**src/hw/rtl/mstd_pkg.sv**
```systemverilog
package mstd_pkg;

   // sample and list sizes
   localparam int SAMPLE_W    = 16;
   localparam int MAX_SAMPLES = 1024;
   localparam int FRAC_BITS   = 8;
   localparam int COUNT_W     = $clog2(MAX_SAMPLES + 1);

   // result field widths
   localparam int MEAN_W = 24;
   localparam int STD_W  = 24;

   // accumulator widths
   localparam int SUM_W = SAMPLE_W + COUNT_W - 1;
   localparam int SQ_W  = 2 * SAMPLE_W + COUNT_W - 2;

   // back end arithmetic widths
   localparam int M_W    = SAMPLE_W + 1;
   localparam int NM_W   = COUNT_W + 1 + M_W;
   localparam int D_W    = NM_W + 1;
   localparam int MD_W   = M_W + D_W;
   localparam int TOTS_W = MD_W + 1;
   localparam int TOT_W  = SQ_W + 1;

   // shared divider and square root
   localparam int DIV_W   = TOT_W + 2 * FRAC_BITS;
   localparam int DCNT_W  = $clog2(DIV_W + 1);
   localparam int ROOT_W  = (DIV_W + 1) / 2;
   localparam int RAD_W   = 2 * ROOT_W;
   localparam int SREM_W  = ROOT_W + 2;
   localparam int SCNT_W  = $clog2(ROOT_W + 1);

   // queue between front and back
   localparam int QUEUE_DEPTH = 2;
   localparam int QPTR_W      = $clog2(QUEUE_DEPTH);
   localparam int QFILL_W     = $clog2(QUEUE_DEPTH + 1);

   // totals of one closed list
   typedef struct packed {
      logic signed [SUM_W-1:0] sum;
      logic [SQ_W-1:0]         square_sum;
      logic [COUNT_W-1:0]      count;
      logic                    too_many;
   } list_totals_type;

   typedef struct packed {
      logic not_empty;
      logic full;
   } q_stat_type;

   typedef struct packed {
      logic               start;
      logic [DIV_W-1:0]   dividend;
      logic [COUNT_W-1:0] divisor;
   } div_req_type;

   typedef struct packed {
      logic             done;
      logic [DIV_W-1:0] quotient;
   } div_rsp_type;

endpackage

```
**src/hw/rtl/mstd_front.sv**
```systemverilog
module mstd_front (
   input  logic                                  clock,
   input  logic                                  reset,
   input  logic                                  req_valid,
   output logic                                  req_ready,
   input  logic signed [mstd_pkg::SAMPLE_W-1:0]  req_sample,
   input  logic                                  req_sample_last,
   input  mstd_pkg::q_stat_type                  q_stat,
   output logic                                  push,
   output mstd_pkg::list_totals_type             push_data
);

   logic signed [mstd_pkg::SUM_W-1:0] sum_ff, sum_in, sum_new;
   logic [mstd_pkg::SQ_W-1:0]         sq_ff, sq_in, sq_new;
   logic [mstd_pkg::COUNT_W-1:0]      count_ff, count_in, count_new;
   logic                              ovf_ff, ovf_in, ovf_new;
   logic signed [2*mstd_pkg::SAMPLE_W-1:0] square;
   logic                              room;
   logic                              accept;

   // accumulate one word, close the list on the last one
   always_comb begin
      accept    = req_valid && !q_stat.full;
      req_ready = !q_stat.full;
      room      = count_ff < mstd_pkg::COUNT_W'(mstd_pkg::MAX_SAMPLES);
      square    = req_sample * req_sample;
      sum_new   = sum_ff;
      sq_new    = sq_ff;
      count_new = count_ff;
      ovf_new   = ovf_ff;
      if (room) begin
         sum_new   = sum_ff + mstd_pkg::SUM_W'(req_sample);
         sq_new    = sq_ff + mstd_pkg::SQ_W'($unsigned(square));
         count_new = count_ff + mstd_pkg::COUNT_W'(1);
      end else begin
         ovf_new = 1'b1;
      end
      push                 = accept && req_sample_last;
      push_data.sum        = sum_new;
      push_data.square_sum = sq_new;
      push_data.count      = count_new;
      push_data.too_many   = ovf_new;
      sum_in   = sum_ff;
      sq_in    = sq_ff;
      count_in = count_ff;
      ovf_in   = ovf_ff;
      if (accept) begin
         if (req_sample_last) begin
            sum_in   = '0;
            sq_in    = '0;
            count_in = '0;
            ovf_in   = 1'b0;
         end else begin
            sum_in   = sum_new;
            sq_in    = sq_new;
            count_in = count_new;
            ovf_in   = ovf_new;
         end
      end
   end

   always_ff @(posedge clock) begin
      if (reset) begin
         sum_ff   <= '0;
         sq_ff    <= '0;
         count_ff <= '0;
         ovf_ff   <= 1'b0;
      end else begin
         sum_ff   <= sum_in;
         sq_ff    <= sq_in;
         count_ff <= count_in;
         ovf_ff   <= ovf_in;
      end
   end

endmodule

```
**src/hw/rtl/mstd_queue.sv**
```systemverilog
module mstd_queue (
   input  logic                      clock,
   input  logic                      reset,
   input  logic                      push,
   input  mstd_pkg::list_totals_type push_data,
   input  logic                      pop,
   output mstd_pkg::list_totals_type head,
   output mstd_pkg::q_stat_type      q_stat
);

   mstd_pkg::list_totals_type      entry_ff [mstd_pkg::QUEUE_DEPTH];
   logic [mstd_pkg::QPTR_W-1:0]    wr_ptr_ff, wr_ptr_in;
   logic [mstd_pkg::QPTR_W-1:0]    rd_ptr_ff, rd_ptr_in;
   logic [mstd_pkg::QFILL_W-1:0]   fill_ff, fill_in;

   // pointer and fill bookkeeping
   always_comb begin
      wr_ptr_in = wr_ptr_ff;
      rd_ptr_in = rd_ptr_ff;
      fill_in   = fill_ff;
      if (push) begin
         wr_ptr_in = (wr_ptr_ff == mstd_pkg::QPTR_W'(mstd_pkg::QUEUE_DEPTH - 1)) ?
                     '0 : wr_ptr_ff + mstd_pkg::QPTR_W'(1);
      end
      if (pop) begin
         rd_ptr_in = (rd_ptr_ff == mstd_pkg::QPTR_W'(mstd_pkg::QUEUE_DEPTH - 1)) ?
                     '0 : rd_ptr_ff + mstd_pkg::QPTR_W'(1);
      end
      if (push && !pop) begin
         fill_in = fill_ff + mstd_pkg::QFILL_W'(1);
      end else if (pop && !push) begin
         fill_in = fill_ff - mstd_pkg::QFILL_W'(1);
      end
      head             = entry_ff[rd_ptr_ff];
      q_stat.not_empty = fill_ff != '0;
      q_stat.full      = fill_ff == mstd_pkg::QFILL_W'(mstd_pkg::QUEUE_DEPTH);
   end

   // entry storage
   always_ff @(posedge clock) begin
      if (push) begin
         entry_ff[wr_ptr_ff] <= push_data;
      end
   end

   always_ff @(posedge clock) begin
      if (reset) begin
         wr_ptr_ff <= '0;
         rd_ptr_ff <= '0;
         fill_ff   <= '0;
      end else begin
         wr_ptr_ff <= wr_ptr_in;
         rd_ptr_ff <= rd_ptr_in;
         fill_ff   <= fill_in;
      end
   end

endmodule

```
**src/hw/rtl/mstd_divider.sv**
```systemverilog
module mstd_divider (
   input  logic                  clock,
   input  logic                  reset,
   input  mstd_pkg::div_req_type div_req,
   output mstd_pkg::div_rsp_type div_rsp
);

   logic [mstd_pkg::DIV_W-1:0]   acc_ff, acc_in;
   logic [mstd_pkg::COUNT_W-1:0] rem_ff, rem_in;
   logic [mstd_pkg::COUNT_W-1:0] divisor_ff, divisor_in;
   logic [mstd_pkg::DCNT_W-1:0]  cnt_ff, cnt_in;
   logic                         busy_ff, busy_in;
   logic                         done_ff, done_in;
   logic [mstd_pkg::COUNT_W:0]   rem_shift;
   logic                         fits;

   // restoring division, one quotient bit a cycle, quotient shifts in behind the dividend
   always_comb begin
      rem_shift  = {rem_ff, acc_ff[mstd_pkg::DIV_W-1]};
      fits       = rem_shift >= {1'b0, divisor_ff};
      acc_in     = acc_ff;
      rem_in     = rem_ff;
      divisor_in = divisor_ff;
      cnt_in     = cnt_ff;
      busy_in    = busy_ff;
      done_in    = 1'b0;
      if (div_req.start) begin
         acc_in     = div_req.dividend;
         rem_in     = '0;
         divisor_in = div_req.divisor;
         cnt_in     = '0;
         busy_in    = 1'b1;
      end else if (busy_ff) begin
         acc_in = {acc_ff[mstd_pkg::DIV_W-2:0], fits};
         rem_in = fits ? mstd_pkg::COUNT_W'(rem_shift - {1'b0, divisor_ff}) :
                         mstd_pkg::COUNT_W'(rem_shift);
         cnt_in = cnt_ff + mstd_pkg::DCNT_W'(1);
         if (cnt_ff == mstd_pkg::DCNT_W'(mstd_pkg::DIV_W - 1)) begin
            busy_in = 1'b0;
            done_in = 1'b1;
         end
      end
      div_rsp.done     = done_ff;
      div_rsp.quotient = acc_ff;
   end

   always_ff @(posedge clock) begin
      acc_ff     <= acc_in;
      rem_ff     <= rem_in;
      divisor_ff <= divisor_in;
      cnt_ff     <= cnt_in;
      if (reset) begin
         busy_ff <= 1'b0;
         done_ff <= 1'b0;
      end else begin
         busy_ff <= busy_in;
         done_ff <= done_in;
      end
   end

endmodule

```
**src/hw/rtl/mstd_back.sv**
```systemverilog
module mstd_back (
   input  logic                                clock,
   input  logic                                reset,
   input  mstd_pkg::q_stat_type                q_stat,
   input  mstd_pkg::list_totals_type           head,
   output logic                                pop,
   output mstd_pkg::div_req_type               div_req,
   input  mstd_pkg::div_rsp_type               div_rsp,
   output logic                                rsp_valid,
   input  logic                                rsp_ready,
   output logic signed [mstd_pkg::MEAN_W-1:0]  rsp_mean_q8,
   output logic [mstd_pkg::STD_W-1:0]          rsp_std_q8,
   output logic [mstd_pkg::COUNT_W-1:0]        rsp_sample_count,
   output logic                                rsp_too_many
);

   typedef enum logic [2:0] {
      ST_IDLE,
      ST_DIV_MEAN,
      ST_MUL_NM,
      ST_MUL_MD,
      ST_LOAD_VAR,
      ST_DIV_VAR,
      ST_SQRT,
      ST_DONE
   } back_state_type;

   back_state_type                      state_ff, state_in;
   mstd_pkg::list_totals_type           entry_ff, entry_in;
   logic                                neg_ff, neg_in;
   logic signed [mstd_pkg::MEAN_W-1:0]  mean_ff, mean_in;
   logic signed [mstd_pkg::M_W-1:0]     m_ff, m_in;
   logic signed [mstd_pkg::NM_W-1:0]    nm_ff, nm_in;
   logic signed [mstd_pkg::MD_W-1:0]    md_ff, md_in;
   logic [mstd_pkg::RAD_W-1:0]          rad_ff, rad_in;
   logic [mstd_pkg::SREM_W-1:0]         srem_ff, srem_in;
   logic [mstd_pkg::ROOT_W-1:0]         root_ff, root_in;
   logic [mstd_pkg::SCNT_W-1:0]         scnt_ff, scnt_in;
   logic                                rsp_valid_ff, rsp_valid_in;
   logic signed [mstd_pkg::MEAN_W-1:0]  rsp_mean_ff, rsp_mean_in;
   logic [mstd_pkg::STD_W-1:0]          rsp_std_ff, rsp_std_in;
   logic [mstd_pkg::COUNT_W-1:0]        rsp_count_ff, rsp_count_in;
   logic                                rsp_many_ff, rsp_many_in;

   logic [mstd_pkg::SUM_W-1:0]          sum_mag;
   logic [mstd_pkg::MEAN_W-1:0]         q_low;
   logic [mstd_pkg::M_W-1:0]            m_mag;
   logic signed [mstd_pkg::NM_W-1:0]    n_signed;
   logic signed [mstd_pkg::D_W-1:0]     d_val;
   logic signed [mstd_pkg::TOTS_W-1:0]  tot_s;
   logic [mstd_pkg::TOT_W-1:0]          tot;
   logic [mstd_pkg::SREM_W-1:0]         srem_shift;
   logic [mstd_pkg::SREM_W-1:0]         trial;
   logic                                s_fits;

   always_comb begin
      // datapath pieces
      sum_mag  = head.sum[mstd_pkg::SUM_W-1] ? mstd_pkg::SUM_W'(-head.sum) :
                                               mstd_pkg::SUM_W'(head.sum);
      q_low    = div_rsp.quotient[mstd_pkg::MEAN_W-1:0];
      m_mag    = div_rsp.quotient[mstd_pkg::FRAC_BITS +: mstd_pkg::M_W];
      n_signed = $signed(mstd_pkg::NM_W'(entry_ff.count));
      d_val    = (mstd_pkg::D_W'(entry_ff.sum) <<< 1) - mstd_pkg::D_W'(nm_ff);
      tot_s    = $signed(mstd_pkg::TOTS_W'(entry_ff.square_sum)) -
                 mstd_pkg::TOTS_W'(md_ff);
      tot      = tot_s[mstd_pkg::TOTS_W-1] ? '0 : tot_s[mstd_pkg::TOT_W-1:0];
      // square root: two radicand bits a step
      srem_shift = {srem_ff[mstd_pkg::SREM_W-3:0], rad_ff[mstd_pkg::RAD_W-1 -: 2]};
      trial      = {root_ff, 2'b01};
      s_fits     = srem_shift >= trial;

      // defaults
      state_in     = state_ff;
      entry_in     = entry_ff;
      neg_in       = neg_ff;
      mean_in      = mean_ff;
      m_in         = m_ff;
      nm_in        = nm_ff;
      md_in        = md_ff;
      rad_in       = rad_ff;
      srem_in      = srem_ff;
      root_in      = root_ff;
      scnt_in      = scnt_ff;
      rsp_valid_in = rsp_valid_ff && !rsp_ready;
      rsp_mean_in  = rsp_mean_ff;
      rsp_std_in   = rsp_std_ff;
      rsp_count_in = rsp_count_ff;
      rsp_many_in  = rsp_many_ff;
      pop              = 1'b0;
      div_req.start    = 1'b0;
      div_req.dividend = mstd_pkg::DIV_W'(sum_mag) << mstd_pkg::FRAC_BITS;
      div_req.divisor  = head.count;

      case (state_ff)
         // take a list and start the mean division
         ST_IDLE: begin
            if (q_stat.not_empty) begin
               pop           = 1'b1;
               entry_in      = head;
               neg_in        = head.sum[mstd_pkg::SUM_W-1];
               div_req.start = 1'b1;
               state_in      = ST_DIV_MEAN;
            end
         end
         // mean in fixed point, integer mean from its upper bits
         ST_DIV_MEAN: begin
            if (div_rsp.done) begin
               mean_in  = neg_ff ? -$signed(q_low) : $signed(q_low);
               m_in     = neg_ff ? -$signed(m_mag) : $signed(m_mag);
               state_in = ST_MUL_NM;
            end
         end
         ST_MUL_NM: begin
            nm_in    = n_signed * mstd_pkg::NM_W'(m_ff);
            state_in = ST_MUL_MD;
         end
         // m * (2*sum - n*m)
         ST_MUL_MD: begin
            md_in    = mstd_pkg::MD_W'(m_ff) * mstd_pkg::MD_W'(d_val);
            state_in = ST_LOAD_VAR;
         end
         // deviation total scaled up, divided by the count
         ST_LOAD_VAR: begin
            div_req.start    = 1'b1;
            div_req.dividend = mstd_pkg::DIV_W'(tot) << (2 * mstd_pkg::FRAC_BITS);
            div_req.divisor  = entry_ff.count;
            state_in         = ST_DIV_VAR;
         end
         ST_DIV_VAR: begin
            if (div_rsp.done) begin
               rad_in   = mstd_pkg::RAD_W'(div_rsp.quotient);
               srem_in  = '0;
               root_in  = '0;
               scnt_in  = '0;
               state_in = ST_SQRT;
            end
         end
         ST_SQRT: begin
            rad_in  = rad_ff << 2;
            srem_in = s_fits ? srem_shift - trial : srem_shift;
            root_in = {root_ff[mstd_pkg::ROOT_W-2:0], s_fits};
            scnt_in = scnt_ff + mstd_pkg::SCNT_W'(1);
            if (scnt_ff == mstd_pkg::SCNT_W'(mstd_pkg::ROOT_W - 1)) begin
               state_in = ST_DONE;
            end
         end
         // hand over to the output register once it is free
         ST_DONE: begin
            if (!rsp_valid_ff || rsp_ready) begin
               rsp_valid_in = 1'b1;
               rsp_mean_in  = mean_ff;
               rsp_std_in   = root_ff[mstd_pkg::STD_W-1:0];
               rsp_count_in = entry_ff.count;
               rsp_many_in  = entry_ff.too_many;
               state_in     = ST_IDLE;
            end
         end
         default: begin
            state_in = ST_IDLE;
         end
      endcase

      rsp_valid        = rsp_valid_ff;
      rsp_mean_q8      = rsp_mean_ff;
      rsp_std_q8       = rsp_std_ff;
      rsp_sample_count = rsp_count_ff;
      rsp_too_many     = rsp_many_ff;
   end

   always_ff @(posedge clock) begin
      entry_ff     <= entry_in;
      neg_ff       <= neg_in;
      mean_ff      <= mean_in;
      m_ff         <= m_in;
      nm_ff        <= nm_in;
      md_ff        <= md_in;
      rad_ff       <= rad_in;
      srem_ff      <= srem_in;
      root_ff      <= root_in;
      scnt_ff      <= scnt_in;
      rsp_mean_ff  <= rsp_mean_in;
      rsp_std_ff   <= rsp_std_in;
      rsp_count_ff <= rsp_count_in;
      rsp_many_ff  <= rsp_many_in;
      if (reset) begin
         state_ff     <= ST_IDLE;
         rsp_valid_ff <= 1'b0;
      end else begin
         state_ff     <= state_in;
         rsp_valid_ff <= rsp_valid_in;
      end
   end

endmodule

```
**src/hw/rtl/mean_and_std_deviation_core.sv**
```systemverilog
// mean and population standard deviation of a list of signed 16-bit samples
//
// req channel: one sample word per handshake, req_sample_last closes the list.
// Samples accumulate into a count, sum and sum of squares at one word per
// cycle while req_ready is high; words beyond 1024 in a list are dropped
// and reported through rsp_too_many. rsp channel: one word per list with the
// Q8 mean (truncated toward zero), the Q8 population standard deviation around
// the truncated integer mean (floor), the sample count and the overflow flag.
// After the last word is taken, its list totals pass through the queue to the
// back end, which runs two passes of a bit-serial divider, a bit-serial square
// root and the multiply states ST_MUL_NM and ST_MUL_MD, one list at a time. A
// two-entry queue of list totals sits between the accumulator and the
// back end, so samples of later lists keep flowing at one per cycle; req_ready
// only drops while that queue is full.
// A stalled receiver holds the result in the output register; the back end
// keeps working on the next list meanwhile.
// Reset clears the accumulators, empties the queue and drops rsp_valid.
module mean_and_std_deviation_core (
   input  logic                                clock,
   input  logic                                reset,
   input  logic                                req_valid,
   output logic                                req_ready,
   input  logic signed [mstd_pkg::SAMPLE_W-1:0] req_sample,
   input  logic                                req_sample_last,
   output logic                                rsp_valid,
   input  logic                                rsp_ready,
   output logic signed [mstd_pkg::MEAN_W-1:0]  rsp_mean_q8,
   output logic [mstd_pkg::STD_W-1:0]          rsp_std_q8,
   output logic [mstd_pkg::COUNT_W-1:0]        rsp_sample_count,
   output logic                                rsp_too_many
);

   mstd_pkg::q_stat_type      q_stat;
   mstd_pkg::list_totals_type push_data;
   mstd_pkg::list_totals_type head;
   mstd_pkg::div_req_type     div_req;
   mstd_pkg::div_rsp_type     div_rsp;
   logic                      push;
   logic                      pop;

   // accumulation front end
   mstd_front u_front (
      .clock           (clock),
      .reset           (reset),
      .req_valid       (req_valid),
      .req_ready       (req_ready),
      .req_sample      (req_sample),
      .req_sample_last (req_sample_last),
      .q_stat          (q_stat),
      .push            (push),
      .push_data       (push_data)
   );

   // closed lists waiting for the back end
   mstd_queue u_queue (
      .clock     (clock),
      .reset     (reset),
      .push      (push),
      .push_data (push_data),
      .pop       (pop),
      .head      (head),
      .q_stat    (q_stat)
   );

   // shared serial divider
   mstd_divider u_divider (
      .clock   (clock),
      .reset   (reset),
      .div_req (div_req),
      .div_rsp (div_rsp)
   );

   // statistics back end and output register
   mstd_back u_back (
      .clock            (clock),
      .reset            (reset),
      .q_stat           (q_stat),
      .head             (head),
      .pop              (pop),
      .div_req          (div_req),
      .div_rsp          (div_rsp),
      .rsp_valid        (rsp_valid),
      .rsp_ready        (rsp_ready),
      .rsp_mean_q8      (rsp_mean_q8),
      .rsp_std_q8       (rsp_std_q8),
      .rsp_sample_count (rsp_sample_count),
      .rsp_too_many     (rsp_too_many)
   );

endmodule

```
**config.mk**
```make
export PLATFORM = sky130hd
export DESIGN_NAME = mean_and_std_deviation_core
export DESIGN_NICKNAME = d
export VERILOG_FILES = /design/src/hw/rtl/mstd_pkg.sv /design/src/hw/rtl/mstd_front.sv /design/src/hw/rtl/mstd_queue.sv /design/src/hw/rtl/mstd_divider.sv /design/src/hw/rtl/mstd_back.sv /design/src/hw/rtl/mean_and_std_deviation_core.sv
export SDC_FILE = /design/constraint.sdc
export NUM_CORES = 2
export LEC_CHECK = 0
export BUFFER_PORTS_ARGS = -buffer_cell sky130_fd_sc_hd__buf_2
export CORE_MARGIN = 5
export CORE_UTILIZATION = 40
export DETAILED_ROUTE_END_ITERATION = 8
export GPL_ROUTABILITY_DRIVEN = 0
export GPL_TIMING_DRIVEN = 0
export PLACE_DENSITY = 0.55
export RECOVER_POWER = 25
export SYNTH_ARGS = -nofsm -noshare
export SYNTH_HDL_FRONTEND = slang
export SYNTH_SLANG_ARGS = --single-unit
```
**constraint.sdc**
```tcl
create_clock -name clock -period 31.4 [get_ports clock]
set_clock_uncertainty 0.1 [all_clocks]
set_input_delay 6.28 -clock clock [delete_from_list [all_inputs] [get_ports clock]]
set_output_delay 6.28 -clock clock [all_outputs]
set_load 0.03 [all_outputs]
```
==> results.yml <==
grt:
  globalRouteTotalUtil_pct: 21.92
  grt_max_degree: 87
  antenna_found_initial: 12
  first_global_vias: 50242
  gr-total-overflow: 0
  grt_pass1_wl_mm: 305.4
timing:
  hold_violations: 0
  setup_slack_ns: 15.45
  report.final.slew_viol_count: 130
  min_period_over_period_pct: 50.79
  slew_headroom_pct: -64.43
  clock.fmax_mhz: 62.70
  period_needed_ns: 15.95
  setup_viol: 0
  tns_ns: 0
  fin_hold_ws_ns: 0.2981
  tightest_slew_ns: 2.466
  rsz0062_at_grt: "false"
clock_network:
  cts_resized: 0
  clk_latency_ns: 0.67
  cts.sinks: 711
  ctsHoldBuffers: 0
  path_clk_slew_ns: 0.06
  clockBufferDepth: 3
  cts_buffers: 78
  htree_levels: 3
  cts_tree: "built"
  cts_setup_buffers: 0
  cts-root-buf: "clkbuf_16"
synth:
  synth_edf_count: 604
  postSynthRegisterBits: 711
  yosys.area_share.adder_pct: 34.00
  synth_simple_gate_area_share_pct: 12.93
  syn_inst: 6904
  syn_area_mm2: 0.06928
  synth_xor_area_share_pct: 4.369
  muxShareOfSynthArea_pct: 2.093
  synth_top_family_by_area: "adder cells"
  synth_fp_nets: 8266
  ys_seq_area_share_pct: 29.27
  async_reset_ff_share_pct: 0
  synth.avg_cell_area_um2: 10.03
  dominantRegCellSynth: "edfxtp_1"
  synth_compound_area_share_pct: 9.061
  yosys_warnings: 0
  ys_types: 105
detailed_routing:
  viasPerCell: 5.148
  drt_iter0_drc: 3322
  route.detailed.drc: 0
  drt_wl_total_mm: 196.4
  ant_nets: 0
  dr.pass1.iters: 5
  wl_per_cell_um: 20.78
  vias: 48664
worst_hold_path:
  hold_path_class: "flip-flop to flip-flop"
placement:
  portBuffers: 80
  pre_cts_slack_ns: 14.80
  dp_hpwl_mm: 161.6
critical_path:
  crit_path_end_kind: "flip-flop"
  cp_data_arrival_time_ns: 16.16
  required_ns: 31.61
  crit_path_end: "u_queue.entry_ff[0][43]"
  slowest_stage: "o21ai_0"
  worst_path_most_repeated_cell: "fa_1"
  crit_type: "input port to flip-flop"
  r2r_end: "u_back.md_ff[42]"
  startpoint: "req_sample[4]"
  worstReg2RegStart: "u_back.nm_ff[0]"
  crit_fanout: 10
  crit_path_start_kind: "input port"
  reg2reg_depth: 31
  cpPeakStageDelay_ns: 0.74
  r2r_slack_ns: 21.09
final_layout:
  layout.nets: 8439
  drive_above_1_share_pct: 5.377
  final_common_cell: "inv_1"
  final_cell_mix: "inv_1 (1251), fa_1 (903), nand2_1 (850)"
  final_core_util_pct: 43.86
  synthToLayoutAreaGrowth_pct: 8.853
floorplan:
  start_util_pct: 40.30
  core-area_mm2: 0.1719
  fp.dieW_um: 426.2
  die_area_mm2: 0.1816
  rows: 152
  die_h_um: 426.2
  ios: 83
run:
  maxCapViolCount: 4
run_status:
  status: "finished, violations left"
  violations: "max-capacitance violations, max-slew violations"
==> per-stage QoR <==
| step | instance area (um^2) | instances |
|---|---|---|
| 2_1_floorplan | 69280 | 6904 |
| 3_3_place_gp | 72570 | 9294 |
| 3_5_place_dp | 72910 | 9307 |
| 4_1_cts | 75530 | 9451 |
| 5_1_grt | 75410 | 9451 |
| 6_report | 75410 | 9453 |
==> cell usage after synthesis (all sizes together) (57+ instances only) <==
cell type | instances | area, um^2
nand3 | 67 | 340.3
xor2 | 109 | 962.2
edfxtp | 604 | 18140
nor2 | 374 | 1421
a21o | 107 | 803.3
nand2 | 862 | 3268
ha | 438 | 5480
nor3 | 57 | 295.3
dfxtp | 107 | 2142
fa | 903 | 18080
inv | 1251 | 4696
and2 | 326 | 2039
mux2 | 87 | 979.7
clkbuf | 216 | 813.3
o21ai | 221 | 1117
xnor2 | 234 | 2064
a21oi | 244 | 1259
==> area by class of cell <==
type / count / area (um^2)
antenna: 2 / 5.005
clock inverter: 44 / 530.5
tap: 2310 / 2890
clock buffer: 100 / 2086
timing repair buffer: 93 / 605.6
sequential: 711 / 20280
buffer: 254 / 993.5
fill: 16672 / 96510
inverter: 1254 / 4712
multi-input combinational: 4685 / 43310
==> per-layer routing <==
layer	vias up	track usage, %	part of all wire [%]
li1	22588	-	-
met4	0	7.494	4.1
met1	24394	31.23	45
met3	280	3.057	6.2
met5	-	0	0
met2	1402	34.49	44
==> state kept, by name, indices dropped and copies added, names as in the netlist, 17 cells and up, named ones only <==
| register | flops |
|---|---|
| u_divider.acc_ff | 58 |
| u_queue.entry_ff | 158 |
| u_back.m_ff | 17 |
| u_back.entry_ff | 78 |
| u_back.nm_ff | 29 |
| u_back.root_ff | 29 |
| u_front.sum_ff | 26 |
| u_back.srem_ff | 29 |
| u_back.rad_ff | 58 |
| u_back.rsp_mean_q8 | 24 |
| u_front.sq_ff | 41 |
| u_back.rsp_std_q8 | 24 |
| u_back.mean_ff | 24 |
| u_back.md_ff | 47 |
==> worst min-delay path by stage <==
stage | from | endpoint | slack, ns | cells after the start
2_1_floorplan | u_back.mean_ff[0] | u_back.rsp_mean_q8[0] | 0.30 | 0
3_3_place_gp | u_back.mean_ff[4] | u_back.rsp_mean_q8[4] | 0.30 | 0
3_5_place_dp | u_back.mean_ff[10] | u_back.rsp_mean_q8[10] | 0.30 | 0
4_1_cts | u_back.mean_ff[3] | u_back.rsp_mean_q8[3] | 0.30 | 0
5_1_grt | u_back.mean_ff[3] | u_back.rsp_mean_q8[3] | 0.30 | 0
6_report | u_back.mean_ff[3] | u_back.rsp_mean_q8[3] | 0.30 | 0
==> kinds of logic after synthesis <==
group,Yosys count
flops,711
xor+xnor,343
compound gates,940
fa+ha+maj,1341
buf+inv,1508
mux,134
simple gates,1927
==> worst max-delay path: cells and delay by family <==
kind	cells	cell delay, ns
AOI/OAI and AO/OA	14	3.82
and+or+nand+nor	3	0.35
adders and majority gates	8	3.89
xor gates and xnor gates	2	0.26
buffers and inverters	6	1.54
Power is not shown: default switching activity piles up to over one toggle a cycle in this logic, so the estimate is an artifact.
